File: src/rtl/srb_pkg.sv
package srb_pkg;

   // Field widths
   localparam int SEQ_W = 10;
   localparam int TAG_W = 16;

   // First sequence number past the valid range
   localparam logic [SEQ_W-1:0] SEQ_LIMIT = 10'd1000;

   // Default depth of the early-arrival store
   localparam int DEFAULT_SLOTS = 16;

   typedef enum logic [1:0] {
      ST_IDLE,
      ST_CLASSIFY,
      ST_LOOKUP,
      ST_PRESENT
   } state_type;

   // Commands from the controller to the datapath
   typedef struct packed {
      logic capture;   // latch the incoming transaction
      logic key_next;  // match the store against expected_last + 1
      logic load_in;   // deliver the captured item, advance expected_last
      logic store;     // write the captured item into the lowest free slot
      logic lookup;    // record whether the next number sits in the store
      logic drain;     // move the found slot to the output, free it
   } cmd_type;

   // Status from the datapath to the controller
   typedef struct packed {
      logic in_order;  // captured item is the next one in order
      logic store_ok;  // captured item is early, new, and a slot is free
      logic hit;       // recorded lookup found the next number
   } status_type;

endpackage

File: src/rtl/sequence_reorder_buffer.sv
// Receive reorder buffer for sequence numbers 1 to 999. A request carrying
// the next number after the last delivered one is delivered, then every held
// early arrival that continues the run is delivered after it, one response
// each; last_of_run marks the final response caused by a request. Early
// numbers go into the lowest free of SLOTS slots; old, out-of-range, duplicate
// or overflowing requests are dropped with no response. A request that is
// dropped or stored passes through accept and classify only. A delivering
// request passes through accept and classify, then each response needs a
// lookup step, where the parallel slot match against the next number runs,
// and a presenting step, which response back-pressure can stall. Numbers do
// not wrap: after 999 every request is dropped until reset.
module sequence_reorder_buffer #(
   parameter int SLOTS = srb_pkg::DEFAULT_SLOTS
) (
   input  logic                      clock,
   input  logic                      reset,
   input  logic                      req_valid,
   output logic                      req_ready,
   input  logic [srb_pkg::SEQ_W-1:0] req_seq_number,
   input  logic [srb_pkg::TAG_W-1:0] req_payload_tag,
   output logic                      rsp_valid,
   input  logic                      rsp_ready,
   output logic [srb_pkg::SEQ_W-1:0] rsp_delivered_seq,
   output logic [srb_pkg::TAG_W-1:0] rsp_delivered_tag,
   output logic                      rsp_last_of_run
);

   srb_pkg::cmd_type    cmd;
   srb_pkg::status_type status;

   // Sequence the classify, lookup and drain steps
   srb_ctrl u_ctrl (
      .clock     (clock),
      .reset     (reset),
      .req_valid (req_valid),
      .req_ready (req_ready),
      .rsp_valid (rsp_valid),
      .rsp_ready (rsp_ready),
      .status    (status),
      .cmd       (cmd)
   );

   // Hold the store, the last delivered number and the output register
   srb_datapath #(
      .SLOTS (SLOTS)
   ) u_datapath (
      .clock             (clock),
      .reset             (reset),
      .cmd               (cmd),
      .status            (status),
      .req_seq_number    (req_seq_number),
      .req_payload_tag   (req_payload_tag),
      .rsp_delivered_seq (rsp_delivered_seq),
      .rsp_delivered_tag (rsp_delivered_tag),
      .rsp_last_of_run   (rsp_last_of_run)
   );

endmodule

File: src/rtl/srb_ctrl.sv
module srb_ctrl (
   input  logic                 clock,
   input  logic                 reset,
   input  logic                 req_valid,
   output logic                 req_ready,
   output logic                 rsp_valid,
   input  logic                 rsp_ready,
   input  srb_pkg::status_type  status,
   output srb_pkg::cmd_type     cmd
);

   srb_pkg::state_type state_ff;
   srb_pkg::state_type state_in;

   // Hold state
   always_ff @(posedge clock) begin
      if (reset) begin
         state_ff <= srb_pkg::ST_IDLE;
      end else begin
         state_ff <= state_in;
      end
   end

   // Next state
   always_comb begin
      state_in = state_ff;
      unique case (state_ff)
         srb_pkg::ST_IDLE: begin
            if (req_valid) state_in = srb_pkg::ST_CLASSIFY;
         end
         srb_pkg::ST_CLASSIFY: begin
            if (status.in_order) state_in = srb_pkg::ST_LOOKUP;
            else                 state_in = srb_pkg::ST_IDLE;
         end
         srb_pkg::ST_LOOKUP: begin
            state_in = srb_pkg::ST_PRESENT;
         end
         srb_pkg::ST_PRESENT: begin
            if (rsp_ready) begin
               if (status.hit) state_in = srb_pkg::ST_LOOKUP;
               else            state_in = srb_pkg::ST_IDLE;
            end
         end
         default: state_in = srb_pkg::ST_IDLE;
      endcase
   end

   // Outputs and datapath commands; refuse transactions while in reset
   always_comb begin
      req_ready    = 1'b0;
      rsp_valid    = 1'b0;
      cmd          = '0;
      unique case (state_ff)
         srb_pkg::ST_IDLE: begin
            req_ready   = !reset;
            cmd.capture = req_valid && !reset;
         end
         srb_pkg::ST_CLASSIFY: begin
            cmd.load_in = status.in_order;
            cmd.store   = !status.in_order && status.store_ok;
         end
         srb_pkg::ST_LOOKUP: begin
            cmd.key_next = 1'b1;
            cmd.lookup   = 1'b1;
         end
         srb_pkg::ST_PRESENT: begin
            rsp_valid = 1'b1;
            cmd.drain = rsp_ready && status.hit;
         end
         default: begin
            req_ready = 1'b0;
         end
      endcase
   end

   // Every lookup is followed by a presented result
   a_lookup_presents: assert property (@(posedge clock) disable iff (reset)
      state_ff == srb_pkg::ST_LOOKUP |=> state_ff == srb_pkg::ST_PRESENT)
      else $error("lookup not followed by a result");

   // A taken final result returns to idle
   a_last_to_idle: assert property (@(posedge clock) disable iff (reset)
      (rsp_valid && rsp_ready && !status.hit) |=> req_ready)
      else $error("final result did not return to idle");

   // Store and deliver never fire together
   a_store_xor_load: assert property (@(posedge clock) disable iff (reset)
      !(cmd.store && cmd.load_in))
      else $error("store and deliver issued together");

endmodule

File: src/rtl/srb_datapath.sv
module srb_datapath #(
   parameter int SLOTS = srb_pkg::DEFAULT_SLOTS
) (
   input  logic                      clock,
   input  logic                      reset,
   input  srb_pkg::cmd_type          cmd,
   output srb_pkg::status_type       status,
   input  logic [srb_pkg::SEQ_W-1:0] req_seq_number,
   input  logic [srb_pkg::TAG_W-1:0] req_payload_tag,
   output logic [srb_pkg::SEQ_W-1:0] rsp_delivered_seq,
   output logic [srb_pkg::TAG_W-1:0] rsp_delivered_tag,
   output logic                      rsp_last_of_run
);

   localparam int IdxW = (SLOTS > 1) ? $clog2(SLOTS) : 1;

   logic [srb_pkg::SEQ_W-1:0] cap_seq_ff;
   logic [srb_pkg::TAG_W-1:0] cap_tag_ff;
   logic [srb_pkg::SEQ_W-1:0] expected_last_ff;
   logic [srb_pkg::SEQ_W-1:0] expected_last_in;
   logic [SLOTS-1:0]          slot_valid_ff;
   logic [SLOTS-1:0]          slot_valid_in;
   logic [srb_pkg::SEQ_W-1:0] slot_seq_ff [SLOTS];
   logic [srb_pkg::TAG_W-1:0] slot_tag_ff [SLOTS];
   logic [srb_pkg::SEQ_W-1:0] out_seq_ff;
   logic [srb_pkg::TAG_W-1:0] out_tag_ff;
   logic                      out_last_ff;
   logic                      hit_ff;
   logic [IdxW-1:0]           hit_idx_ff;

   logic [srb_pkg::SEQ_W-1:0] next_seq;
   logic [srb_pkg::SEQ_W-1:0] match_key;
   logic [SLOTS-1:0]          match_vec;
   logic                      match_any;
   logic [IdxW-1:0]           match_idx;
   logic                      free_any;
   logic [IdxW-1:0]           free_idx;
   logic                      hit_now;

   assign next_seq  = expected_last_ff + 1'b1;
   assign match_key = cmd.key_next ? next_seq : cap_seq_ff;

   // Compare every slot against the key in parallel
   always_comb begin
      for (int i = 0; i < SLOTS; i++) begin
         match_vec[i] = slot_valid_ff[i] && (slot_seq_ff[i] == match_key);
      end
   end

   assign match_any = |match_vec;
   assign free_any  = !(&slot_valid_ff);

   // Pick the lowest matching slot and the lowest free slot
   always_comb begin
      match_idx = '0;
      free_idx  = '0;
      for (int i = SLOTS - 1; i >= 0; i--) begin
         if (match_vec[i])      match_idx = IdxW'(i);
         if (!slot_valid_ff[i]) free_idx  = IdxW'(i);
      end
   end

   assign hit_now = match_any && (next_seq < srb_pkg::SEQ_LIMIT);

   // Classify the captured transaction
   always_comb begin
      status.in_order = (cap_seq_ff == next_seq) && (cap_seq_ff < srb_pkg::SEQ_LIMIT);
      status.store_ok = (cap_seq_ff < srb_pkg::SEQ_LIMIT)
                        && (cap_seq_ff > expected_last_ff)
                        && !match_any && free_any;
      status.hit      = hit_ff;
   end

   // Capture the incoming transaction
   always_ff @(posedge clock) begin
      if (cmd.capture) begin
         cap_seq_ff <= req_seq_number;
         cap_tag_ff <= req_payload_tag;
      end
   end

   // Advance the last delivered number and the slot valid bits
   always_comb begin
      expected_last_in = expected_last_ff;
      slot_valid_in    = slot_valid_ff;
      if (cmd.load_in) expected_last_in = cap_seq_ff;
      if (cmd.drain) begin
         expected_last_in         = next_seq;
         slot_valid_in[hit_idx_ff] = 1'b0;
      end
      if (cmd.store) slot_valid_in[free_idx] = 1'b1;
   end

   always_ff @(posedge clock) begin
      if (reset) begin
         expected_last_ff <= '0;
         slot_valid_ff    <= '0;
         hit_ff           <= 1'b0;
      end else begin
         expected_last_ff <= expected_last_in;
         slot_valid_ff    <= slot_valid_in;
         if (cmd.lookup) hit_ff <= hit_now;
      end
   end

   // Write slot contents
   always_ff @(posedge clock) begin
      if (cmd.store) begin
         slot_seq_ff[free_idx] <= cap_seq_ff;
         slot_tag_ff[free_idx] <= cap_tag_ff;
      end
   end

   // Load the output register and record the lookup result
   always_ff @(posedge clock) begin
      if (cmd.load_in) begin
         out_seq_ff <= cap_seq_ff;
         out_tag_ff <= cap_tag_ff;
      end else if (cmd.drain) begin
         out_seq_ff <= slot_seq_ff[hit_idx_ff];
         out_tag_ff <= slot_tag_ff[hit_idx_ff];
      end
      if (cmd.lookup) begin
         out_last_ff <= !hit_now;
         hit_idx_ff  <= match_idx;
      end
   end

   assign rsp_delivered_seq = out_seq_ff;
   assign rsp_delivered_tag = out_tag_ff;
   assign rsp_last_of_run   = out_last_ff;

   // The last delivered number never leaves the valid range
   a_expected_range: assert property (@(posedge clock) disable iff (reset)
      expected_last_ff < srb_pkg::SEQ_LIMIT)
      else $error("expected_last out of range");

   // A drain advances the last delivered number by one
   a_drain_advance: assert property (@(posedge clock) disable iff (reset)
      cmd.drain |=> expected_last_ff == $past(expected_last_ff) + 1'b1)
      else $error("drain did not advance expected_last");

   // A store fills exactly one more slot
   a_store_fills: assert property (@(posedge clock) disable iff (reset)
      cmd.store |=> $countones(slot_valid_ff) == $past($countones(slot_valid_ff)) + 1)
      else $error("store did not fill one slot");

endmodule

File: config.mk
export PLATFORM = sky130hd
export DESIGN_NAME = sequence_reorder_buffer
export DESIGN_NICKNAME = d
export VERILOG_FILES = /design/src/rtl/srb_pkg.sv /design/src/rtl/sequence_reorder_buffer.sv /design/src/rtl/srb_ctrl.sv /design/src/rtl/srb_datapath.sv
export SDC_FILE = /design/constraint.sdc
export NUM_CORES = 1
export LEC_CHECK = 0
export ABC_AREA = 1
export BUFFER_PORTS_ARGS = -buffer_cell sky130_fd_sc_hd__buf_2
export CAP_MARGIN = 20
export CELL_PAD_IN_SITES_DETAIL_PLACEMENT = 1
export CELL_PAD_IN_SITES_GLOBAL_PLACEMENT = 2
export CORE_MARGIN = 8
export CORE_UTILIZATION = 44
export DETAILED_ROUTE_END_ITERATION = 7
export GPL_TIMING_DRIVEN = 1
export HOLD_SLACK_MARGIN = 0.03
export PLACE_DENSITY = 0.92
export REMOVE_ABC_BUFFERS = 1
export SKIP_CTS_REPAIR_TIMING = 1
export SLEW_MARGIN = 20
export SYNTH_ARGS = -nofsm -noshare
export SYNTH_HDL_FRONTEND = slang
export SYNTH_HIERARCHICAL = 1
export SYNTH_SLANG_ARGS = --single-unit
File: constraint.sdc
create_clock -name clock -period 6 [get_ports clock]
set_input_delay 1.2 -clock clock [delete_from_list [all_inputs] [get_ports clock]]
set_output_delay 1.2 -clock clock [all_outputs]
set_load 0.02 [all_outputs]
==> out/results.tsv <==
stage	metric	value	unit
timing	endpoints failing setup	0	
setup_path	worst reg-to-reg path cell count	21	
setup_path	Critical Path Source	u_ctrl/state_ff[1]$_SDFFE_PP0P_	
route	Starting DRT DRC Count	1559	
grt	met3 Track Usage GR	3.58	%
setup_path	Buf+Inv Stages, Crit Path	3	
min_path	HP Start	u_datapath/slot_valid_ff[10]$_SDFF_PP0_	
timing	Fmax	190	MHz
placed_design	placed instance count	2514	
timing	Pins Over Slew Limit	0	
route	DRC viols	0	
timing	Setup Skew	0.0595	ns
setup_path	R2R Setup Slk	0.73	ns
cts	worst-skew pair later-pin latency	0.65	ns
timing	slew margin rel.	32.9	%
cts	clock root buffer	clkbuf_16	
min_path	Worst Hold Depth	2	
route	Avg WL per Cell	28.5	µm
route	vias per cell	6.09	
timing	Final WS setup	0.732	ns
grt	busiest grt layer	met2	
logic_synthesis	Synth Register Bits	502	
min_path	HP Class	flop to flop	
timing	Slew @ Worst Pin	1.00	ns
setup_path	crit-path leading delay family	simple AND/OR/NAND/NOR gates	
cts	H-tree depth	2	
grt	initial antenna violation count	0	
cells_and_area	commonest non-fill, non-tap cell in the layout	edfxtp_1	
timing	fin crit share	87.8	%
setup_path	CP max stage delay	0.83	ns
die	Row Count	82	
placed_design	DP Worst Slack	0.760	ns
grt	global-route wire length before repair	109	mm
grt	largest net degree at the start of global routing	59	
die	die area	57500	µm²
setup_path	Crit Path Class	flop to flop	
run	Max Cap Violations	0	
cells_and_area	final design area excluding fillers	25000	µm²
logic_synthesis	asr flop ratio synth	0	%
route	First-pass DRT Iterations	6	
logic_synthesis	Synth Flop Type	edfxtp_1	
route	Vias	15900	
logic_synthesis	sequential share of the synthesized area	67.1	%
setup_path	crit-path max FO	27	
die	initial core utilization	44.3	%
grt	vias in the first global route	16700	
cts	CTS Buffer Depth	3	
cells_and_area	Inserted Diodes	0	
min_path	hold endpoint	u_datapath/slot_valid_ff[10]$_SDFF_PP0_	
placed_design	post-DP HPWL	48.8	mm
cts	Num CTS Buffers	52	
setup_path	FF-to-FF Start	u_ctrl/state_ff[1]$_SDFFE_PP0P_	
timing	worst hold slack	0.485	ns
cts	clock sinks	502	
timing	Setup TNS Final	0	ns
route	ANT nets after route	0	
pwr	Peak VDD IR	302	µV
setup_path	Worst path slowest cell	nor2_4	
logic_synthesis	synth unique cells	57	
cells_and_area	Final nets	1937	
logic_synthesis	EDFF count, synth	473	
grt	GR Util met1	32.5	%
setup_path	CP arrival	5.49	ns
setup_path	crit start category	flop	
cells_and_area	Final Non-Filler Cells	2611	
logic_synthesis	Synth Area per Inst	12.1	µm²
placed_design	IO Port Bufs	58	
run_status	run status	finished, final reports clean	
setup_path	CP Cell Sequence	inv_1 > nor2_2 > buf_4 > nand2_1 > nand2_1 > a211oi_1 > o21ai_0 > a211oi_1 > nand2_1 > nor2_1 > a31oi_1 > nand2_2 > nor2_1 > nand2_2 > nor3_2 > nand3_1 > nor2_1 > inv_1 > nor2_1 > nand2_1 > nor2_4	
logic_synthesis	Gate Count Post-Synth	1826	
placed_design	Placed Instance Area	23200	µm²
placed_design	routability cong.	0.971	
die	area of the core	49800	µm²
cells_and_area	most frequent cells in the layout	473 x edfxtp_1, 288 x nand2_1, 192 x a22oi_1	
grt	GRT Total Usage	25.7	%
timing	endpoints failing hold	0	
timing	RSZ-0062 raised after global routing	no	
grt	gr ovfl total	0	
die	# IOs	59	
die	die height	240	µm
setup_path	FF-to-FF End	u_datapath/slot_seq_ff[7][6]$_DFFE_PP_	
cells_and_area	share of cells above drive strength 1	13.1	%
route	WL final	74.4	mm
timing	fin crit period	5.27	ns
grt	routing usage on met2	43.8	%
pwr	Leak	8.51	nW
cells_and_area	synth-to-layout area growth	13.5	%
cts	TritonCTS clock tree	yes	
setup_path	CP required	6.22	ns
cts	clock slew at reported path FFs	0.06	ns
pwr	Power Density	295	nW/µm²
logic_synthesis	Netlist Area Pre-Place	22000	µm²
logic_synthesis	Yosys warnings	6	
die	Die Width	240	µm
setup_path	critical path capture point type	flop	
## final cells by class
cell class | count | area, µm²
Fill cell | 5148 | 24800
Sequential cell | 502 | 14800
Multi-Input combinational cell | 1082 | 6360
Timing Repair Buffer | 99 | 636
Clock inverter | 36 | 433
Clock buffer | 61 | 1340
Tap cell | 672 | 841
Inverter | 159 | 599
## registers in the layout, indices dropped and copies added, names as in the netlist, 10 cells and up
name,cells
u_datapath/slot_tag_ff,256
u_datapath/slot_seq_ff,160
u_datapath/cap_tag_ff,16
u_datapath/rsp_delivered_tag,16
u_datapath/slot_valid_ff,16
u_datapath/cap_seq_ff,10
u_datapath/expected_last_ff,10
u_datapath/rsp_delivered_seq,10
## metrics by stage
stage / utilization [%] / power [mW]
CTS: 50.2 / 7.41
global placement: 46.7 / 4.09
finish: 50.2 / 7.37
floorplan: - / 4.00
global route: 50.2 / 7.53
detailed placement: 46.7 / 4.10
## tightest hold or removal path, delay by kind of cell, from the launching register on
kind | cells | cell delay (ns)
AOI/OAI and AO/OA | 2 | 0.13
DFF | 1 | 0.31
## how the worst max path moves through the flow
stage / to / depth (start not counted) / slack (ns)
2_1_floorplan: u_datapath/slot_seq_ff[10][0]$_DFFE_PP_ / 22 / 0.52
3_3_place_gp: u_datapath/slot_tag_ff[7][5]$_DFFE_PP_ / 21 / 1.06
3_5_place_dp: u_datapath/slot_tag_ff[4][2]$_DFFE_PP_ / 21 / 0.76
4_1_cts: u_datapath/slot_seq_ff[7][9]$_DFFE_PP_ / 21 / 0.77
5_1_grt: u_datapath/slot_seq_ff[7][7]$_DFFE_PP_ / 24 / 0.38
6_report: u_datapath/slot_seq_ff[7][6]$_DFFE_PP_ / 21 / 0.73
## routing by layer
metal	wire length, µm	vias to the layer above
li1	-	6863
met1	29600	8110
met2	36500	773
met3	5260	165
met4	3090	0
met5	0	-
## Yosys cell counts (3+ instances only)
master / count / area [µm²]
o21ai_1: 4 / 20.0
inv_1: 148 / 556
and2_1: 4 / 25.0
a22oi_1: 192 / 1440
buf_6: 6 / 67.6
a21oi_1: 123 / 616
buf_1: 7 / 26.3
edfxtp_1: 473 / 14200
nand2_2: 15 / 93.8
o41ai_1: 3 / 26.3
o21ai_0: 64 / 320
nand2_1: 288 / 1080
dfxtp_1: 29 / 581
buf_2: 5 / 25.0
inv_2: 8 / 30.0
xnor2_1: 8 / 70.1
o211ai_1: 4 / 30.0
o221ai_1: 19 / 166
o2111ai_1: 5 / 43.8
nand2_4: 6 / 67.6
nor2_2: 3 / 18.8
a211oi_1: 15 / 113
buf_4: 6 / 45.0
nand3b_1: 4 / 30.0
nor4_1: 21 / 131
ha_1: 11 / 138
xor2_1: 58 / 508
clkbuf_1: 56 / 210
nand3_1: 51 / 255
nor3_1: 21 / 105
nor2_1: 91 / 342
or2_2: 8 / 50.1
o31ai_1: 3 / 22.5
nand4_1: 12 / 75.1
nand3_2: 7 / 70.1
a31oi_1: 11 / 68.8
o22ai_1: 11 / 68.8
## report_power, final
part / internal (mW) / switching, mW
combinational: 0.0426 / 0.113
sequential: 3.83 / 0.0376
clock: 1.91 / 1.43
total: 5.79 / 1.58
## kinds of logic (layout without fill, tap and decap cells)
kind of cell | after synthesis | after routing | share of synthesized area (%)
flops | 502 | 502 | 67.1
simple gates | 541 | 541 | 11.2
fa+ha+maj | 11 | 11 | 0.625
buf+inv | 242 | 355 | 4.65
xor+xnor | 67 | 67 | 2.70
compound gates | 463 | 463 | 13.8
(Power assumes the default switching activity.)
